<file path="config.mk">
export PLATFORM = sky130hd
export DESIGN_NAME = rbsi_div
export DESIGN_NICKNAME = d
export VERILOG_FILES = /design/src/sv/rbsi_pkg.sv /design/src/sv/rbsi_div.sv
export SDC_FILE = /design/constraint.sdc
export NUM_CORES = 2
export LEC_CHECK = 0
export BUFFER_PORTS_ARGS = -buffer_cell sky130_fd_sc_hd__buf_2
export CORE_ASPECT_RATIO = 1.25
export CORE_MARGIN = 4
export CORE_UTILIZATION = 42
export CTS_BUF_LIST = sky130_fd_sc_hd__clkbuf_16
export CTS_CLUSTER_DIAMETER = 100
export CTS_CLUSTER_SIZE = 24
export DETAILED_ROUTE_END_ITERATION = 10
export PLACE_DENSITY = 0.64
export SETUP_SLACK_MARGIN = 0.3
export SYNTH_ARGS = -nofsm -noshare
export SYNTH_HDL_FRONTEND = slang
export SYNTH_SLANG_ARGS = --single-unit
export TNS_END_PERCENT = 20
</file>
<file path="constraint.sdc">
create_clock -name clock -period 8.3 [get_ports clock]
set_clock_uncertainty 0.1 [all_clocks]
set_input_delay 1.66 -clock clock [delete_from_list [all_inputs] [get_ports clock]]
set_output_delay 1.66 -clock clock [all_outputs]
set_load 0.05 [all_outputs]
</file>
<file path="src/sv/rbsi_pkg.sv">
// shared constants and helpers for the segment versus box slab test
package rbsi_pkg;

   // fraction bits of coordinates and of the t parameter
   localparam int FRAC_BITS = 16;
   // quotient bits kept by the divider (values up to just under 4.0)
   localparam int QBITS = FRAC_BITS + 2;
   // two quotient bits per divider stage
   localparam int DIV_STAGES = (QBITS + 1) / 2;
   // signed t width
   localparam int T_W = QBITS + 1;
   // entry_t width, unsigned Q1.FRAC_BITS
   localparam int ET_W = FRAC_BITS + 1;

   localparam logic [QBITS-1:0] SAT_Q = {2'b10, {FRAC_BITS{1'b0}}};
   localparam logic signed [T_W-1:0] ONE_T = {3'b001, {FRAC_BITS{1'b0}}};
   localparam logic [ET_W-1:0] MISS_T = ET_W'((6 << FRAC_BITS) / 5);

   localparam logic [1:0] AXIS_X = 2'd0;
   localparam logic [1:0] SIGN_NONE = 2'b00;
   localparam logic [1:0] SIGN_POS = 2'b01;
   localparam logic [1:0] SIGN_NEG = 2'b11;

   // magnitude of a coordinate difference, known to stay below 2^32
   function automatic logic [31:0] mag33(input logic signed [32:0] v);
      logic signed [32:0] n;
      n = -v;
      return v[32] ? n[31:0] : v[31:0];
   endfunction

endpackage

</file>
<file path="src/sv/rbsi_div.sv">
// pipelined restoring divider, two quotient bits per stage, saturating signed result
module rbsi_div (
   input  logic clock,
   input  logic en,
   input  logic [31:0] num_mag,
   input  logic [31:0] den,
   input  logic neg,
   output logic signed [rbsi_pkg::T_W-1:0] t
);

   localparam int NS = rbsi_pkg::DIV_STAGES;
   localparam int QB = rbsi_pkg::QBITS;

   logic [31:0]   rem_ff [NS+1];
   logic [31:0]   den_ff [NS+1];
   logic [1:0]    low_ff [NS+1];
   logic [QB-1:0] q_ff   [NS+1];
   logic          neg_ff [NS+1];
   logic          ovf_ff [NS+1];

   // entry stage: quotient of 4.0 or more saturates anyway
   always_ff @(posedge clock) begin
      if (en) begin
         rem_ff[0] <= {2'b00, num_mag[31:2]};
         low_ff[0] <= num_mag[1:0];
         den_ff[0] <= den;
         q_ff[0]   <= '0;
         neg_ff[0] <= neg;
         ovf_ff[0] <= {2'b00, num_mag} >= {den, 2'b00};
      end
   end

   for (genvar s = 0; s < NS; s++) begin : g_stage
      logic [31:0]   rem_in;
      logic [QB-1:0] q_in;

      always_comb begin
         logic [32:0] w;
         logic        b;
         int          k;
         rem_in = rem_ff[s];
         q_in   = q_ff[s];
         for (int j = 0; j < 2; j++) begin
            if (2 * s + j < QB) begin
               k = QB - 1 - (2 * s + j);
               b = (k >= rbsi_pkg::FRAC_BITS) ?
                   low_ff[s][1'(k - rbsi_pkg::FRAC_BITS)] : 1'b0;
               w = {rem_in, b};
               if (w >= {1'b0, den_ff[s]}) begin
                  w = w - {1'b0, den_ff[s]};
                  q_in[k] = 1'b1;
               end
               rem_in = w[31:0];
            end
         end
      end

      always_ff @(posedge clock) begin
         if (en) begin
            rem_ff[s+1] <= rem_in;
            q_ff[s+1]   <= q_in;
            low_ff[s+1] <= low_ff[s];
            den_ff[s+1] <= den_ff[s];
            neg_ff[s+1] <= neg_ff[s];
            ovf_ff[s+1] <= ovf_ff[s];
         end
      end
   end

   logic [QB-1:0] q_sat;
   always_comb begin
      q_sat = (ovf_ff[NS] || q_ff[NS] > rbsi_pkg::SAT_Q) ? rbsi_pkg::SAT_Q : q_ff[NS];
      t = neg_ff[NS] ? -$signed({1'b0, q_sat}) : $signed({1'b0, q_sat});
   end

endmodule

</file>
==> impl_results.md <==
* Synth-to-Final Area Change at 7.485%
* Synth Cell Area at 50850 um^2
* Total die area at 126700 um^2
* Clock root buffer: clkbuf_16
* R2r setup slk at 0.70 ns
* Critical path's top delay family: compound AO/OA/AOI/OAI gates
* Fillers at roughly 11000
* Crit path kind: flop to flop
* Worst path bufs/invs at 4
* Initial core utilization at 0.4234
* I/O pin cnt at 86
* Clock Latency Late Sink at 0.62 ns
* Hold path endpoint: rem_ff[1][19]$_DFFE_PP_
* Final instance area at 54660 um^2
* Vias post-DR at 37373
* Drt wl/cell at approximately 18 um
* DP Area at 53470 um^2
* Slew Limit Fails at 0
* RSZ-0062 raised after global routing: false
* Post-CTS Hold Buffers at 0
* Total CTS buffers at 37
* Synth Flop Type: edfxtp_1
* FP Rows at ~140
* Worst slew pin tran at 1.031 ns
* Chip width at 319.2 um
* Clk sink count at 666
* Synth cell types at 91
* Status: finished clean
* Hold wc startpoint: rem_ff[0][17]$_DFFE_PP_
* Sequential element share of the synthesized area at 0.3933
* Cell count after synthesis at 5078
* Slew headroom at 0.3064
* Post-synth top area share at 0.3933
* CTS H-tree lvls at 2
* Area leader, netlist: edfxtp_1
* Max-cap violations at 0
* Buffers on Ports at 85
* Final period util at 0.9160
* Share of flip-flops with an asynchronous set or reset at 0
* Post-route ant nets at 0
* Largest cells by area after synthesis: edfxtp_1 (39%), ha_1 (13%), mux2_2 (5.9%)
* Post-Syn Nets at 5686
* Grt ovf at 0
* Multi-input logic area at 28930 um^2
* Global-route wire length before repair at 194900 um
* Clk buf depth at 3
* Startpoint Class: flop
* Yosys reg bits at 666
* Crit path required time at 8.57 ns
* YS warnings at 0
* Most frequent cells in the layout: edfxtp_1 (666), ha_1 (532), a21oi_1 (439)
* Period minus WS final at 7.603 ns
* Final core occ at 0.4551
* Hpwl dp at 99340 um
* Fmax at 131.5 MHz
* CP Data Arrival Time at just under 8 ns
* RR Endpoint: rem_ff[6][6]$_DFFE_PP_
* DR pass1 iterations at 6
* CORE AREA at roughly 120000 um^2
* Hold Crit Depth at 0
* Clk slew on worst S/H paths at 0.09 ns
* Critical-path maximum fanout at 52
* Final Setup Violations at 0
* Most common cell after layout, fill and taps aside: edfxtp_1
* FF-to-FF path depth at 25
* Max incr delay on CP at 0.48 ns
* DRC violations left at 0
* EDFF count, synth at 666
* Fin cells at 6774
* Reg2reg start: den_ff[5][1]$_DFFE_PP_
* CP max-delay cell: o31ai_1
* CP Capture Type: flop
* Largest net degree at the start of global routing at approximately 180
* Post-Place Cells at 6715
* Final Hold Vio Count at 0
* TritonCTS clock tree: done
* Hold Crit Class: flop to flop
* Detailed Route WL at 122300 um
* Final Wtd Congestion at about 0.96
* Setup TNS Final at 0 ns
* Number of global-route vias before repair at 38699
* Chip Height at 397.0 um
* GR Util All Layers at 0.1880
* Initial antenna violation count at 0
* Vias/cell at 5.517
* Sequential cell area at 20000 um^2
* Layout cells sized above 1 at 0.1024
* DR iter-0 viols at ~1800
* Fin nets at 5778
* Avg Cell Area, Syn at 10.01 um^2
-- sequential cells by signal (all words and copies together) (netlist names) --
| name | count |
|---|---|
| rem_ff | 285 |
| low_ff | 1 |
| q_ff | 72 |
| ovf_ff | 10 |
| den_ff | 288 |
| neg_ff | 10 |
-- area by class of cell --
cell class / count / share of cell area
tap: 1584 / 0.03626
multi-input combinational: 3905 / 0.5293
clock buffer: 39 / 0.01786
timing repair buffer: 142 / 0.01831
sequential: 666 / 0.3659
inverter: 418 / 0.02871
antenna: 2 / 0.00009157
clock inverter: 18 / 0.003594
-- per-stage QoR --
stage               hold slack, ns  worst slack [ns]
finish                      0.3209            0.6968
global route                0.3296            0.3321
CTS                         0.3203            0.7397
detailed placement          0.3045            0.7510
global placement            0.3009            0.8725
floorplan                   0.3003             1.764
-- worst max path at each step --
stage	from	end	slack (ns)	cells after the start
3_3_place_gp	den_ff[7][2]$_DFFE_PP_	rem_ff[8][5]$_DFFE_PP_	0.87	30
5_1_grt	den_ff[7][2]$_DFFE_PP_	rem_ff[8][30]$_DFFE_PP_	0.33	30
3_5_place_dp	rem_ff[7][1]$_DFFE_PP_	rem_ff[8][1]$_DFFE_PP_	0.75	29
4_1_cts	rem_ff[7][1]$_DFFE_PP_	rem_ff[8][7]$_DFFE_PP_	0.74	29
6_report	den_ff[5][1]$_DFFE_PP_	rem_ff[6][6]$_DFFE_PP_	0.70	25
2_1_floorplan	den_ff[5][1]$_DFFE_PP_	rem_ff[6][10]$_DFFE_PP_	1.76	24
-- per-layer routing --
metal | up-vias | routed length, um | GRT usage
li1 | 18980 | - | -
met1 | 17495 | 45190 | 0.1836
met2 | 602 | 67010 | 0.3836
met3 | 296 | 2320 | 0.01445
met4 | 0 | 7765 | 0.1040
met5 | - | 0 | 0
-- cells in the mapped netlist (9+ instances only) --
library cell  instances
and3_1               38
a311oi_1              9
xnor2_1             274
o21a_1               62
xor2_1              137
or3_1                16
ha_1                532
a31o_2               11
inv_1               416
o31a_1               10
o31ai_1              37
a21oi_1             440
nand4_1              64
o21bai_1             67
fa_1                  9
a21o_1              272
mux2_4                9
a221o_1              14
a221oi_1             12
or2_2                21
o211ai_1             30
nand2b_1             61
a211o_1              18
nor2b_1              69
nor4_1               23
nand3_1              83
mux2i_1              10
a2111oi_0            11
nand2_1             358
a31oi_1              48
o21ai_0             321
buf_2                23
and2_1               27
a21boi_0             15
a211oi_1             43
nor3_1               64
clkbuf_1             53
and4_1               14
mux2_2              265
edfxtp_1            666
nor2_1              297
-- kinds of logic after synthesis --
group | count (synthesis) | share of synthesized area
AOI/OAI and AO/OA | 1508 | 0.1904
xor gates and xnor gates | 411 | 0.07079
adders and majority gates | 541 | 0.1344
buffers and inverters | 507 | 0.03902
DFF | 666 | 0.3933
muxes | 284 | 0.06331
and+or+nand+nor | 1161 | 0.1087
-- repair_timing --
item / in CTS / in global routing
setup endpoints to repair: 0 / 29
setup buffers: 0 / 0
resized for setup: 0 / 1
Power is left out: the tool's default activity adds up to more than one toggle a clock period on the data nets, which glitch-free logic cannot reach.
